--- config.mk ---
export PLATFORM = sky130hd
export DESIGN_NAME = selective_repeat_sender_window_core
export DESIGN_NICKNAME = d
export VERILOG_FILES = /design/src/design/srsw_pkg.sv /design/src/design/srsw_bitmap_ram.sv /design/src/design/selective_repeat_sender_window_core.sv
export VERILOG_INCLUDE_DIRS = /design/src /design/src/design
export SDC_FILE = /design/constraint.sdc
export NUM_CORES = 1
export LEC_CHECK = 0
export ABC_CLOCK_PERIOD_IN_PS = 7730
export CORE_ASPECT_RATIO = 0.6
export CORE_MARGIN = 4
export CORE_UTILIZATION = 30
export CTS_CLUSTER_DIAMETER = 60
export DETAILED_ROUTE_END_ITERATION = 12
export DONT_BUFFER_PORTS = 1
export PLACE_DENSITY = 0.51
export SYNTH_ARGS = -nofsm -noshare
export SYNTH_HDL_FRONTEND = slang
export SYNTH_SLANG_ARGS = --single-unit
--- constraint.sdc ---
create_clock -name clk -period 7.73 [get_ports clk]
set_input_delay 0.773 -clock clk [delete_from_list [all_inputs] [get_ports clk]]
set_output_delay 0.773 -clock clk [all_outputs]
set_load 0.02 [all_outputs]
--- src/design/assert_macros.svh ---
// Assertion macros for the design files.
// No dependencies; included by files that carry concurrent checks.
`ifndef ASSERT_MACROS_SVH
`define ASSERT_MACROS_SVH

// Same-cycle implication, gated off during reset.
`define SRSW_ASSERT_IMPL(name, clk_s, rstn_s, ante, cons) \
    name: assert property (@(posedge clk_s) disable iff (!rstn_s) (ante) |-> (cons)) \
        else $error("srsw: same-cycle check failed");

// Next-cycle implication, gated off during reset.
`define SRSW_ASSERT_NEXT(name, clk_s, rstn_s, ante, cons) \
    name: assert property (@(posedge clk_s) disable iff (!rstn_s) (ante) |=> (cons)) \
        else $error("srsw: next-cycle check failed");

`endif

--- src/design/srsw_pkg.sv ---
// Shared constants, types and helpers for the selective-repeat sender window.
// No dependencies.
package srsw_pkg;

    localparam int FRAME_LIMIT  = 256;
    localparam int WINDOW_LIMIT = 8;

    localparam int FRAME_W   = $clog2(FRAME_LIMIT);   // frame number / bitmap address
    localparam int WIN_W     = $clog2(WINDOW_LIMIT);  // offset inside window
    localparam int WIN_CNT_W = WIN_W + 1;             // window size, 1..WINDOW_LIMIT
    localparam int TOTAL_W   = 9;
    localparam int WREG_W    = 4;
    localparam int CNT_W     = 9;
    localparam int PADDR_W   = 3;
    localparam int PDATA_W   = 32;

    localparam logic [CNT_W-1:0]   CNT_MAX          = '1;
    localparam logic [TOTAL_W-1:0] TOTAL_RESET      = TOTAL_W'(10);
    localparam logic [WREG_W-1:0]  WINDOW_RESET     = WREG_W'(4);

    typedef enum logic
    {
        REG_TOTAL_FRAMES,
        REG_WINDOW_WIDTH
    } cfg_reg_t;

    typedef enum logic [3:0]
    {
        ST_CLEAR,
        ST_IDLE,
        ST_SCAN,
        ST_EMIT,
        ST_ACK_RD,
        ST_ACK_CHK,
        ST_SLIDE_RD,
        ST_SLIDE_CHK,
        ST_ACK_OUT
    } state_t;

    // Bitmap write request.
    typedef struct packed
    {
        logic               en;
        logic [FRAME_W-1:0] addr;
        logic               data;
    } bm_wr_t;

    // Bitmap read request.
    typedef struct packed
    {
        logic               en;
        logic [FRAME_W-1:0] addr;
    } bm_rd_t;

    function automatic logic [TOTAL_W-1:0] eff_total(input logic [TOTAL_W-1:0] t);
        logic [TOTAL_W-1:0] r;
        r = (t > TOTAL_W'(FRAME_LIMIT)) ? TOTAL_W'(FRAME_LIMIT) : t;
        return r;
    endfunction

    function automatic logic [WIN_CNT_W-1:0] eff_window(input logic [WREG_W-1:0] w);
        logic [WIN_CNT_W-1:0] r;
        if (w == '0)
            r = WIN_CNT_W'(1);
        else if (32'(w) > WINDOW_LIMIT)
            r = WIN_CNT_W'(WINDOW_LIMIT);
        else
            r = WIN_CNT_W'(w);
        return r;
    endfunction

endpackage

--- src/design/srsw_bitmap_ram.sv ---
// Acknowledged-frame bitmap: one write port, one read port, registered read.
// Depends on srsw_pkg.
module srsw_bitmap_ram
(
    input  logic            clk,
    input  srsw_pkg::bm_wr_t wr,
    input  srsw_pkg::bm_rd_t rd,
    output logic            rd_data
);

    logic mem [srsw_pkg::FRAME_LIMIT];
    logic rd_data_reg;

    always_ff @(posedge clk)
    begin
        if (wr.en)
        begin
            mem[wr.addr] <= wr.data;
        end
    end

    always_ff @(posedge clk)
    begin
        if (rd.en)
        begin
            rd_data_reg <= mem[rd.addr];
        end
    end

    assign rd_data = rd_data_reg;

endmodule

--- src/design/selective_repeat_sender_window_core.sv ---
// Selective-repeat ARQ sender window; reset is async, active low. After reset the bitmap
// is swept to zero, one entry a cycle, over all 256 entries with in_stall high (config writes taken).
// Send round: accept, then scan (one bitmap read per window slot below the total), then one
// result per open frame, one a cycle unless out_stall holds it, or one status result if none
// is open. Ack: read and check the ack's bit, then slide the base past acked frames; one item at a time; the next is
// taken once the last result is loaded. Depends on srsw_pkg, srsw_bitmap_ram, macros.
`include "assert_macros.svh"

module selective_repeat_sender_window_core
(
    input  logic                                  clk,
    input  logic                                  rst_n,

    // configuration port
    input  logic                                  psel,
    input  logic                                  penable,
    input  logic                                  pwrite,
    input  logic [srsw_pkg::PADDR_W-1:0]          paddr,
    input  logic [srsw_pkg::PDATA_W-1:0]          pwdata,
    output logic [srsw_pkg::PDATA_W-1:0]          prdata,
    output logic                                  pready,

    // input items
    input  logic                                  in_valid,
    output logic                                  in_stall,
    input  logic                                  mode,
    input  logic [7:0]                            ack_number,

    // result items
    output logic                                  out_valid,
    input  logic                                  out_stall,
    output logic [7:0]                            frame_number,
    output logic                                  frame_valid,
    output logic                                  last_of_run,
    output logic [8:0]                            base_now,
    output logic [8:0]                            acked_total,
    output logic                                  all_done,
    output logic                                  ack_accepted
);

    localparam int FW = srsw_pkg::FRAME_W;
    localparam int WW = srsw_pkg::WIN_W;
    localparam int WC = srsw_pkg::WIN_CNT_W;
    localparam int TW = srsw_pkg::TOTAL_W;
    localparam int CW = srsw_pkg::CNT_W;
    localparam int NW = srsw_pkg::WINDOW_LIMIT;

    // ------------------------------------------------------------------
    // Configuration registers
    // ------------------------------------------------------------------
    logic [TW-1:0]                  total_reg;
    logic [srsw_pkg::WREG_W-1:0]    window_reg;
    srsw_pkg::cfg_reg_t             cfg_sel;

    assign cfg_sel = srsw_pkg::cfg_reg_t'(paddr[2]);
    assign pready  = 1'b1;

    always_ff @(posedge clk or negedge rst_n)
    begin
        if (!rst_n)
        begin
            total_reg  <= srsw_pkg::TOTAL_RESET;
            window_reg <= srsw_pkg::WINDOW_RESET;
        end
        else if (psel && penable && pwrite)
        begin
            case (cfg_sel)
                srsw_pkg::REG_TOTAL_FRAMES: total_reg  <= pwdata[TW-1:0];
                srsw_pkg::REG_WINDOW_WIDTH: window_reg <= pwdata[srsw_pkg::WREG_W-1:0];
                default: ;
            endcase
        end
    end

    always_comb
    begin
        case (cfg_sel)
            srsw_pkg::REG_TOTAL_FRAMES: prdata = srsw_pkg::PDATA_W'(total_reg);
            srsw_pkg::REG_WINDOW_WIDTH: prdata = srsw_pkg::PDATA_W'(window_reg);
            default:                    prdata = '0;
        endcase
    end

    // ------------------------------------------------------------------
    // Control and window state
    // ------------------------------------------------------------------
    srsw_pkg::state_t  state_reg, state_next;
    logic [CW-1:0]     base_reg, base_next;
    logic [CW-1:0]     count_reg, count_next;
    logic [7:0]        ack_reg, ack_next;
    logic [WC-1:0]     k_reg, k_next;          // scan offset, 0..window
    logic              rd_pend_reg, rd_pend_next;
    logic [WW-1:0]     rd_idx_reg, rd_idx_next;
    logic [NW-1:0]     mask_reg, mask_next;    // unacked frames found by the scan
    logic              accepted_reg, accepted_next;
    logic [FW-1:0]     clr_reg, clr_next;

    // result register
    logic              out_valid_reg;
    logic [7:0]        frame_number_reg;
    logic              frame_valid_reg;
    logic              last_reg;
    logic [8:0]        base_now_reg;
    logic [8:0]        acked_total_reg;
    logic              all_done_reg;
    logic              ack_accepted_reg;

    // result load request
    logic              ld;
    logic [7:0]        ld_frame;
    logic              ld_fvalid;
    logic              ld_last;
    logic              ld_accepted;

    // bitmap port
    srsw_pkg::bm_wr_t  bm_wr;
    srsw_pkg::bm_rd_t  bm_rd;
    logic              bm_rd_data;

    srsw_bitmap_ram u_bitmap
    (
        .clk     (clk),
        .wr      (bm_wr),
        .rd      (bm_rd),
        .rd_data (bm_rd_data)
    );

    // ------------------------------------------------------------------
    // Shared combinational terms
    // ------------------------------------------------------------------
    logic [TW-1:0]  tot;
    logic [WC-1:0]  win;
    logic [CW:0]    scan_addr;
    logic           issue_ok;
    logic [CW:0]    win_end;
    logic           ack_in_win;
    logic           slide_ok;
    logic           out_free;
    logic [WW-1:0]  low_idx;
    logic [NW-1:0]  mask_rest;
    logic           accept_in;

    assign tot       = srsw_pkg::eff_total(total_reg);
    assign win       = srsw_pkg::eff_window(window_reg);
    assign scan_addr = {1'b0, base_reg} + (CW + 1)'(k_reg);
    assign issue_ok  = (k_reg < win) && (scan_addr < (CW + 1)'(tot));
    assign win_end   = {1'b0, base_reg} + (CW + 1)'(win);
    // ack must sit below the total and inside [base, base + window)
    assign ack_in_win = (CW'(ack_reg) < CW'(tot)) && (CW'(ack_reg) >= base_reg)
                        && ((CW + 1)'(ack_reg) < win_end);
    assign slide_ok  = base_reg < CW'(tot);
    assign out_free  = !out_valid_reg || !out_stall;
    assign mask_rest = mask_reg & (mask_reg - NW'(1));
    assign in_stall  = (state_reg != srsw_pkg::ST_IDLE);
    assign accept_in = in_valid && !in_stall;

    // lowest pending offset in the scan mask
    always_comb
    begin
        low_idx = '0;
        for (int i = NW - 1; i >= 0; i--)
        begin
            if (mask_reg[i])
                low_idx = WW'(i);
        end
    end

    // ------------------------------------------------------------------
    // Next state
    // ------------------------------------------------------------------
    always_comb
    begin
        state_next = state_reg;
        case (state_reg)
            srsw_pkg::ST_CLEAR:
            begin
                if (clr_reg == FW'(srsw_pkg::FRAME_LIMIT - 1))
                    state_next = srsw_pkg::ST_IDLE;
            end
            srsw_pkg::ST_IDLE:
            begin
                if (accept_in)
                    state_next = mode ? srsw_pkg::ST_ACK_RD : srsw_pkg::ST_SCAN;
            end
            srsw_pkg::ST_SCAN:
            begin
                if (!issue_ok && !rd_pend_reg)
                    state_next = srsw_pkg::ST_EMIT;
            end
            srsw_pkg::ST_EMIT:
            begin
                if (out_free && (mask_rest == '0))
                    state_next = srsw_pkg::ST_IDLE;
            end
            srsw_pkg::ST_ACK_RD:    state_next = srsw_pkg::ST_ACK_CHK;
            srsw_pkg::ST_ACK_CHK:   state_next = srsw_pkg::ST_SLIDE_RD;
            srsw_pkg::ST_SLIDE_RD:
            begin
                state_next = slide_ok ? srsw_pkg::ST_SLIDE_CHK : srsw_pkg::ST_ACK_OUT;
            end
            srsw_pkg::ST_SLIDE_CHK:
            begin
                state_next = bm_rd_data ? srsw_pkg::ST_SLIDE_RD : srsw_pkg::ST_ACK_OUT;
            end
            srsw_pkg::ST_ACK_OUT:
            begin
                if (out_free)
                    state_next = srsw_pkg::ST_IDLE;
            end
            default:                state_next = srsw_pkg::ST_IDLE;
        endcase
    end

    // ------------------------------------------------------------------
    // Datapath, bitmap access and result loading
    // ------------------------------------------------------------------
    always_comb
    begin
        base_next     = base_reg;
        count_next    = count_reg;
        ack_next      = ack_reg;
        k_next        = k_reg;
        rd_pend_next  = rd_pend_reg;
        rd_idx_next   = rd_idx_reg;
        mask_next     = mask_reg;
        accepted_next = accepted_reg;
        clr_next      = clr_reg;
        bm_wr         = '0;
        bm_rd         = '0;
        ld            = 1'b0;
        ld_frame      = '0;
        ld_fvalid     = 1'b0;
        ld_last       = 1'b1;
        ld_accepted   = 1'b0;

        case (state_reg)
            srsw_pkg::ST_CLEAR:
            begin
                bm_wr.en   = 1'b1;
                bm_wr.addr = clr_reg;
                bm_wr.data = 1'b0;
                clr_next   = clr_reg + FW'(1);
            end
            srsw_pkg::ST_IDLE:
            begin
                if (accept_in)
                begin
                    ack_next      = ack_number;
                    k_next        = '0;
                    mask_next     = '0;
                    rd_pend_next  = 1'b0;
                    accepted_next = 1'b0;
                end
            end
            srsw_pkg::ST_SCAN:
            begin
                // one read issued a cycle; its data lands in the next cycle
                rd_pend_next = issue_ok;
                if (issue_ok)
                begin
                    bm_rd.en    = 1'b1;
                    bm_rd.addr  = scan_addr[FW-1:0];
                    k_next      = k_reg + WC'(1);
                    rd_idx_next = k_reg[WW-1:0];
                end
                if (rd_pend_reg)
                    mask_next[rd_idx_reg] = !bm_rd_data;
            end
            srsw_pkg::ST_EMIT:
            begin
                if (out_free)
                begin
                    ld        = 1'b1;
                    ld_fvalid = (mask_reg != '0);
                    ld_frame  = (mask_reg != '0) ? (base_reg[7:0] + 8'(low_idx)) : 8'd0;
                    ld_last   = (mask_rest == '0);
                    mask_next = mask_rest;
                end
            end
            srsw_pkg::ST_ACK_RD:
            begin
                bm_rd.en   = 1'b1;
                bm_rd.addr = ack_reg;
            end
            srsw_pkg::ST_ACK_CHK:
            begin
                if (ack_in_win && !bm_rd_data)
                begin
                    bm_wr.en      = 1'b1;
                    bm_wr.addr    = ack_reg;
                    bm_wr.data    = 1'b1;
                    accepted_next = 1'b1;
                    if (count_reg != srsw_pkg::CNT_MAX)
                        count_next = count_reg + CW'(1);
                end
            end
            srsw_pkg::ST_SLIDE_RD:
            begin
                // write from the check cycle has landed; no forwarding needed
                if (slide_ok)
                begin
                    bm_rd.en   = 1'b1;
                    bm_rd.addr = base_reg[FW-1:0];
                end
            end
            srsw_pkg::ST_SLIDE_CHK:
            begin
                if (bm_rd_data)
                    base_next = base_reg + CW'(1);
            end
            srsw_pkg::ST_ACK_OUT:
            begin
                if (out_free)
                begin
                    ld          = 1'b1;
                    ld_accepted = accepted_reg;
                end
            end
            default: ;
        endcase
    end

    always_ff @(posedge clk or negedge rst_n)
    begin
        if (!rst_n)
        begin
            state_reg    <= srsw_pkg::ST_CLEAR;
            base_reg     <= '0;
            count_reg    <= '0;
            k_reg        <= '0;
            rd_pend_reg  <= 1'b0;
            accepted_reg <= 1'b0;
            clr_reg      <= '0;
            mask_reg     <= '0;
        end
        else
        begin
            state_reg    <= state_next;
            base_reg     <= base_next;
            count_reg    <= count_next;
            k_reg        <= k_next;
            rd_pend_reg  <= rd_pend_next;
            accepted_reg <= accepted_next;
            clr_reg      <= clr_next;
            mask_reg     <= mask_next;
        end
    end

    always_ff @(posedge clk)
    begin
        ack_reg    <= ack_next;
        rd_idx_reg <= rd_idx_next;
    end

    // ------------------------------------------------------------------
    // Result register: status fields sampled at load time
    // ------------------------------------------------------------------
    always_ff @(posedge clk or negedge rst_n)
    begin
        if (!rst_n)
        begin
            out_valid_reg <= 1'b0;
        end
        else if (ld)
        begin
            out_valid_reg <= 1'b1;
        end
        else if (!out_stall)
        begin
            out_valid_reg <= 1'b0;
        end
    end

    always_ff @(posedge clk)
    begin
        if (ld)
        begin
            frame_number_reg <= ld_frame;
            frame_valid_reg  <= ld_fvalid;
            last_reg         <= ld_last;
            base_now_reg     <= base_reg;
            acked_total_reg  <= count_reg;
            all_done_reg     <= (count_reg >= CW'(tot));
            ack_accepted_reg <= ld_accepted;
        end
    end

    assign out_valid    = out_valid_reg;
    assign frame_number = frame_number_reg;
    assign frame_valid  = frame_valid_reg;
    assign last_of_run  = last_reg;
    assign base_now     = base_now_reg;
    assign acked_total  = acked_total_reg;
    assign all_done     = all_done_reg;
    assign ack_accepted = ack_accepted_reg;

    // ------------------------------------------------------------------
    // Checks
    // ------------------------------------------------------------------
    // the base only moves forward
    `SRSW_ASSERT_NEXT(a_base_forward, clk, rst_n, 1'b1, base_reg >= $past(base_reg))

    // an emitted frame lies below the transfer length
    `SRSW_ASSERT_IMPL(a_frame_in_total, clk, rst_n, out_valid && frame_valid,
                      CW'(frame_number) < CW'(tot))

    // the scan never marks frames beyond the window
    `SRSW_ASSERT_IMPL(a_mask_in_window, clk, rst_n, state_reg == srsw_pkg::ST_EMIT,
                      (mask_reg >> win) == '0)

    // an accepted ack is counted exactly once (or the count is saturated)
    `SRSW_ASSERT_NEXT(a_ack_counted, clk, rst_n,
                      (state_reg == srsw_pkg::ST_ACK_CHK) && bm_wr.en,
                      (count_reg == $past(count_reg) + CW'(1))
                      || ($past(count_reg) == srsw_pkg::CNT_MAX))

endmodule

# [After elaboration in Yosys (flattened, before gate mapping)]
# Memory sizes are Yosys's and may differ from the RTL's. A register that Yosys moved wholly into a read port is not among the register bits.
# Cells that the tools add are included.
# W data, S select, Z words.
[totals] ff_bits=99 ram_bits=256 n_memories=1 in_bits=51 wordCells=148 out_inout_bits=65
[mem_list] memory="u_bitmap.mem" words=256 width=1 rd=1 rd_clocked_by_memory_dff=1 write_ports=1 line_no="srsw_bitmap_ram.sv:11" text="logic mem [srsw_pkg::FRAME_LIMIT];"
[op_classes] n_reduce_logical=39 n_lt_le_gt_ge=11 n_eq_ne=21 addsub=8 muxes=46 n_bitwise=2
[ops] cell="$pmux W32 S2" count=1
[ops] cell="$mux W4" count=11
[ops] cell="$pmux W4 S9" count=1
[ops] cell="$mux W3" count=9
[ops] cell="$mux W9" count=3
[ops] cell="$pmux W9 S3" count=1
[ops] cell="$mux W8" count=3
[ops] cell="$pmux W8 S3" count=1
[ops] cell="$add A9 B4 Y10" count=2
[ops] cell="$pmux W10 S2" count=1
[ops] cell="$add A9 B1 Y9 const B" count=2
[ops] cell="$ne A2 B2 Y1 const B" count=9
[ops] cell="$eq A4 B3 Y1 const B" count=4
[ops] cell="$reduce_and A2 Y1" count=8
[ops] cell="$reduce_and A3 Y1" count=4
[ops] cell="$logic_and A1 B1 Y1" count=10
[ops] cell="$lt A10 B9 Y1" count=1
[ops] cell="$lt A8 B10 Y1" count=1
[ops] cell="$mux W10" count=1
[ops] cell="$ge A8 B9 Y1" count=1
[ops] cell="$ge A9 B9 Y1" count=1
[ops] cell="$gt A9 B9 Y1 const B" count=1
[ops] cell="$lt A8 B9 Y1" count=1
[ops] cell="$lt A9 B9 Y1" count=1
[ops] cell="other kinds (32)" count=49

# [Depth between registers and ports, before layout]
[depth] word_depth=11 ltp_mapped=22 mapped_depth_nobuf=18

# [Modules after synthesis]
# From an unflattened synthesis, not the netlist that was laid out.
[unflattened] hier_cells=1450 hier_area_um2=17658.2
[by_module_without_submodules] module="srsw_bitmap_ram" seq_area_each_um2=7717.4 area_per_inst_um2=11138.2 n_inst=1 cells_per_inst=788
[by_module_without_submodules] module="selective_repeat_sender_window_core" seq_area_each_um2=2686.3 area_per_inst_um2=6520.0 n_inst=1 cells_per_inst=662

# [Worst setup path after synthesis]
# No wires, ideal clock.
[synth_path] path_kind="reg-to-reg" startpoint="reg window_reg[2] (netlist name)" endpoint="mem u_bitmap.mem[181], enable pin" period_less_slack_ns=7.014 setup_ns=0.300 path_slack_ns=0.716 required_ns=7.430 n_path_buf=1 stages_incl_launch_ff=19 arrival_time_ns=6.714 path_cell_list="dfstp_2 -> o21ba_2 -> nor2_1 -> ha_1 -> inv_1 -> fa_1 -> ha_1 -> a21o_1 -> a21o_1 -> a21o_1 -> a21o_1 -> a21o_1 -> a211oi_1 -> o211ai_1 -> inv_1 -> a32o_1 -> nand2_1 -> clkbuf_1 -> nor2_1"
[synth_between] elab_chain_cells=11 word_cells_on_any_way=12 cone_classes="add/sub: 1; order compare: 2; mux: 6; reduce/logical: 3"
[synth_lines] element="start: declaration" line_no="selective_repeat_sender_window_core.sv:52" text="logic [srsw_pkg::WREG_W-1:0] window_reg;"
[synth_lines] element="start signal: assignment" line_no="selective_repeat_sender_window_core.sv:63" text="window_reg <= srsw_pkg::WINDOW_RESET;"
[synth_lines] element="start signal: assignment" line_no="selective_repeat_sender_window_core.sv:69" text="srsw_pkg::REG_WINDOW_WIDTH: window_reg <= pwdata[srsw_pkg::WREG_W-1:0];"
[synth_lines] element="$gt A4 B4 Y1" line_no="srsw_pkg.sv:65" text="else if (32'(w) > WINDOW_LIMIT)"
[synth_lines] element="$mux W4" line_no="srsw_pkg.sv:65"
[synth_lines] element="$mux W4 (*)" line_no="srsw_pkg.sv:63" text="if (w == '0)"
[synth_lines] element="$add A9 B4 Y10 (*)" line_no="selective_repeat_sender_window_core.sv:147" text="assign win_end = {1'b0, base_reg} + (CW + 1)'(win);"
[synth_lines] element="$lt A8 B10 Y1 (*)" line_no="selective_repeat_sender_window_core.sv:150" text="&& ((CW + 1)'(ack_reg) < win_end);"
[synth_lines] element="$logic_and A1 B1 Y1 (*)" line_no="selective_repeat_sender_window_core.sv:150"
[synth_lines] element="$logic_and A1 B1 Y1 (*)" line_no="selective_repeat_sender_window_core.sv:287" text="if (ack_in_win && !bm_rd_data)"
[synth_lines] element="$mux W10 (*)" line_no="selective_repeat_sender_window_core.sv:287"
[synth_lines] element="$pmux W10 S2 (*)" line_no="selective_repeat_sender_window_core.sv:236" text="case (state_reg)"
[synth_lines] element="$mux W1" line_no="srsw_bitmap_ram.sv:16" text="if (wr.en)"
[synth_lines] element="$mux W1 (implied by the code)" line_no="srsw_bitmap_ram.sv:18" text="mem[wr.addr] <= wr.data;"
[synth_lines] element="end: declaration" line_no="srsw_bitmap_ram.sv:11"
# Mark *: on every way between the ends. The rest lies on a longest branch, timed or not.

# [Worst setup path after layout]
[layout_path] startpoint="reg k_reg[0]" endpoint="reg u_bitmap.rd_data_reg (netlist: u_bitmap.rd_data) (read register of u_bitmap.mem) (data pin)"
[layout_between] elab_chain_cells=5 word_cells_on_any_way=6 cone_classes="add/sub: 1; order compare: 2; mux: 2; reduce/logical: 1"
[layout_lines] element="start: declaration" line_no="selective_repeat_sender_window_core.sv:91" text="logic [WC-1:0] k_reg, k_next;"
[layout_lines] element="start signal: assignment" line_no="selective_repeat_sender_window_core.sv:341" text="k_reg <= k_next;"
[layout_lines] element="$add A9 B4 Y10" line_no="selective_repeat_sender_window_core.sv:145" text="assign scan_addr = {1'b0, base_reg} + (CW + 1)'(k_reg);"
[layout_lines] element="$lt A10 B9 Y1" line_no="selective_repeat_sender_window_core.sv:146" text="assign issue_ok = (k_reg < win) && (scan_addr < (CW + 1)'(tot));"
[layout_lines] element="$logic_and A1 B1 Y1" line_no="selective_repeat_sender_window_core.sv:146"
[layout_lines] element="$mux W9 (*)" line_no="selective_repeat_sender_window_core.sv:259" text="if (issue_ok)"
[layout_lines] element="$pmux W9 S3 (*)" line_no="selective_repeat_sender_window_core.sv:236"
[layout_lines] element="end: declaration" line_no="srsw_bitmap_ram.sv:12" text="logic rd_data_reg;"
# Marks and branches as above.
# A chain may end at the register's enable or synchronous reset.

==> metrics list <==
- Using the TritonRoute via totals, the vias-per-cell ratio works out to 5.33.
- Number of clock buffers inserted by TritonCTS: 36
* Synthesized area divided by synthesized cell count: 10.7 µm²
* Root buf cell: sky130_fd_sc_hd__clkbuf_16
- The flow ran to the end, and the final reports show no timing, DRC or antenna violations.
- Setup violations remaining at the end of the flow were counted as 0.
- Tightest Pin Transition: 1.31 ns
* Die footprint: 64600 µm²
- In this run, the number of DRC markers left after iteration 0 of detailed routing was 1497.
- Measured in cells, the most critical reg-to-reg path has a length of 19.
* Synth Register Bits: 356
- Among all cell types in the netlist, the one instantiated most often is sky130_fd_sc_hd__nor2_1.
- Layout overhead on the synthesized area: 11.0%
- For this run, the total global-route usage over all layers was measured as 16.6%.
- Kind of end point of the critical path: register
- Count of nets after finishing: 1797
* Number of antenna violations at the first check in global routing: 0
- The hold violation count in the final report is 0.
- Filler Cell Count: 5962
* Leading area contributor after synthesis: sky130_fd_sc_hd__edfxtp_1
- In the synthesized netlist the dominant register cell turns out to be sky130_fd_sc_hd__edfxtp_1.
- Fraction of registers with async set/reset: 16.3%
- Via count of the first global-routing pass: 12300
* Post-synth top cells: 317 x sky130_fd_sc_hd__nor2_1, 298 x sky130_fd_sc_hd__edfxtp_1, 235 x sky130_fd_sc_hd__nand2_1
- Maximum number of pins on one net before global-route repair: 103
- Placed cell count: 2419
- Port buffering added 0 buffers.
- In this run the worst hold path is classified as in -> async.
- Number of distinct library cell variants in the gate-level netlist after synthesis: 79
* Detail Route Antenna Nets: 0
- Fraction of post-synthesis cell area in the top cell type by area: 49.3%
- STA classifies the critical path startpoint as a register.
* Initial core utilization: 30.5%
- Number of clock sinks: 356
- The worst-case IR drop observed on VDD is 0.000166 V.
- Clock skew on the completed layout was measured at 0.0319 ns.
* Clock-pin slew reported for the worst setup and hold paths after clock tree synthesis: 0.06 ns
- Across the run, the number of max-cap violations was 0.
* X dimension of the die: 326 µm
* CTS tree: yes
* Die outline height: 199 µm
- I/O pin cnt: 116
- Unrepaired setup endpoints after global routing: no
* Shortest period the worst path allows: 6.58 ns
- Category of the most critical setup path: reg -> reg
- Core area: 59500 µm²
- Post-DR wirelength/cell: 22.2 µm
- The cell area that synthesis handed to floorplanning was 18100 µm².
- Number of gates resized after CTS: 0
- Counting along the longest clock path gives a buffer depth of 3.
- Antenna diodes: 0
- Leaving out filler cells and counting taps, the final layout contains 2486.
* Areal power density over the cells: 298 nW/µm²
* Final number of max-transition violations: 0
- For this run, the number of Yosys warnings is 0.
- At the worst endpoint, the arrival time is 6.86 ns.
* Number of flops mapped to enable cells by yosys: 298
- STA puts the critical path data required time at 8.01 ns.
- In this run the tightest slew margin relative to its limit is 12.4%.
* Maximum clock rate: 152 MHz
* Share of the clock period used by the worst path: 85.1%
* Register bank with the most flops: u_bitmap.mem
- Cells taking the most area after synthesis: sky130_fd_sc_hd__edfxtp_1 49%, sky130_fd_sc_hd__dfrtp_1 7.6%, sky130_fd_sc_hd__nor2_1 6.6%, sky130_fd_sc_hd__nand2_1 4.9%, sky130_fd_sc_hd__ha_1 4.6%
- For the final routed database, the setup TNS stands at 0 ns.
- Wire length of the first global-routing pass: 80.5 mm
* Highest fanout seen on the critical path: 11
- Register area share after synthesis: 57.3%
- Gate count of the mapped netlist: 1702
* Post-CTS Setup Bufs: 0
* Count of standard-cell rows: 69
* Remaining routing DRC violations: 0
- The post-route netlist has 8.62% of its cells at a drive strength greater than 1.
- Insertion delay of the later-clocked pin in the worst-skew pair: 0.57 ns
* Half-perimeter wire length after detailed placement: 36.7 mm
- The clock tree synthesis step divided the H-tree into 2 levels.
* Reported leakage power: 0.00726 µW
- Routability-driven placement finished with a final weighted congestion of 0.858.
- Total Routed Length: 55.2 mm
- Max FFs per register: 256
* Remaining global-route overflow: 0
- Via count: 13200
- The first detailed-routing pass ran for 7 iterations.
==> routing by layer <==
layer | wire, µm | share of wire [%] | global-route usage (%)
met5 | 0 | 0 | 0
met3 | 5420 | 9.8 | 3.84
met2 | 21000 | 38 | 22.0
met4 | 900 | 1.6 | 3.41
met1 | 27800 | 50 | 26.9
==> cell type report <==
type / instances / area (µm²) / area share (%)
flip-flops and latches: 356 / 10400 / 51.7
multi-input cells: 1207 / 7120 / 35.3
well taps: 781 / 977 / 4.85
clock buffers: 44 / 941 / 4.67
repair buffers: 37 / 298 / 1.48
clock inverters: 22 / 251 / 1.25
inverters: 39 / 151 / 0.752
==> layout by cell type, fill, tap and decap left out, types with 7 or more instances in the layout <==
cell type                     n
sky130_fd_sc_hd__nand2_1    234
sky130_fd_sc_hd__o21ai_0     64
sky130_fd_sc_hd__clkbuf_1     7
sky130_fd_sc_hd__ha_1        66
sky130_fd_sc_hd__clkbuf_16   36
sky130_fd_sc_hd__dfrtp_1     55
sky130_fd_sc_hd__o22a_1      10
sky130_fd_sc_hd__xor2_1      10
sky130_fd_sc_hd__a21o_1      23
sky130_fd_sc_hd__nor2b_1     13
sky130_fd_sc_hd__nor2_1     317
sky130_fd_sc_hd__clkinv_1     8
sky130_fd_sc_hd__buf_4       36
sky130_fd_sc_hd__o21a_1       8
sky130_fd_sc_hd__a32oi_1      8
sky130_fd_sc_hd__nand4_1     20
sky130_fd_sc_hd__edfxtp_1   298
sky130_fd_sc_hd__nand2b_1    13
sky130_fd_sc_hd__conb_1      24
sky130_fd_sc_hd__nand3_1     74
sky130_fd_sc_hd__a2111oi_0   11
sky130_fd_sc_hd__o211ai_1    11
sky130_fd_sc_hd__xnor2_1     32
sky130_fd_sc_hd__mux2i_1     34
sky130_fd_sc_hd__inv_1       38
sky130_fd_sc_hd__o22ai_1      9
sky130_fd_sc_hd__nor3_1      13
sky130_fd_sc_hd__and3_1       8
sky130_fd_sc_hd__a31oi_1     19
sky130_fd_sc_hd__a211oi_1     9
sky130_fd_sc_hd__a21oi_1     55
sky130_fd_sc_hd__a311oi_1     8
sky130_fd_sc_hd__mux2_2      23
==> timing repair <==
item	in CTS	in global routing
setup endpoints to repair	0	0
hold buffers	1	0
hold endpoints to repair	55	0
==> report_power, final <==
group / switching, µW / internal [µW]
clock network: 804 / 1020
registers: 242 / 2240
logic: 1160 / 539
total: 2200 / 3800
==> logic make-up after synthesis <==
kind of cell	share of synthesized area (%)
buf+inv	4.10
compound gates	10.9
simple gates	17.3
mux	3.30
other cells	0.0414
fa+ha+maj	4.99
flops	57.3
xor+xnor	2.03
==> stage by stage <==
stage	power [µW]	util (%)	area (µm²)	hold slack (ns)	worst slack (ns)
finish	6000	33.9	20100	0.0667	1.15
global placement	4150	31.8	18900	0.480	1.26
global route	6270	33.9	20100	0.0418	0.820
floorplan	3590	-	18200	0.448	0.716
detailed placement	4180	31.8	18900	0.481	1.31
CTS	6000	33.9	20100	0.0437	1.28
==> worst paths after layout <==
check	from	end	slack, ns
worst min-delay path	rst_n	window_reg[2]	0.07
max in group asynchronous	rst_n	count_reg[5]	7.37
worst max register to register	k_reg[0]	u_bitmap.rd_data	1.15
worst min register to register	accepted_reg	accepted_reg	0.49
worst max-delay path	k_reg[0]	u_bitmap.rd_data	1.15
min in group clk	ack_number[6]	ack_reg[6]	0.33
==> critical path, stage by stage, from the launching register on <==
cell and delay (ns):
sky130_fd_sc_hd__dfrtp_1 0.36, sky130_fd_sc_hd__buf_4 0.17, sky130_fd_sc_hd__ha_1 0.22, sky130_fd_sc_hd__fa_1 0.41, sky130_fd_sc_hd__a21o_1 0.18, sky130_fd_sc_hd__a21oi_1 0.47
sky130_fd_sc_hd__nor2_1 0.11, sky130_fd_sc_hd__xnor2_1 0.27, sky130_fd_sc_hd__ha_1 0.30, sky130_fd_sc_hd__a211o_1 0.29, sky130_fd_sc_hd__o211ai_1 0.12, sky130_fd_sc_hd__o21ai_2 0.18
sky130_fd_sc_hd__nor3_2 0.21, sky130_fd_sc_hd__a221o_1 0.72, sky130_fd_sc_hd__nand2_1 0.43, sky130_fd_sc_hd__a2111oi_0 0.61, sky130_fd_sc_hd__a211oi_1 0.24, sky130_fd_sc_hd__a2111oi_0 0.49
sky130_fd_sc_hd__o22ai_1 0.20, sky130_fd_sc_hd__a211o_1 0.31
Note: power is estimated with default switching activity, not from simulation.
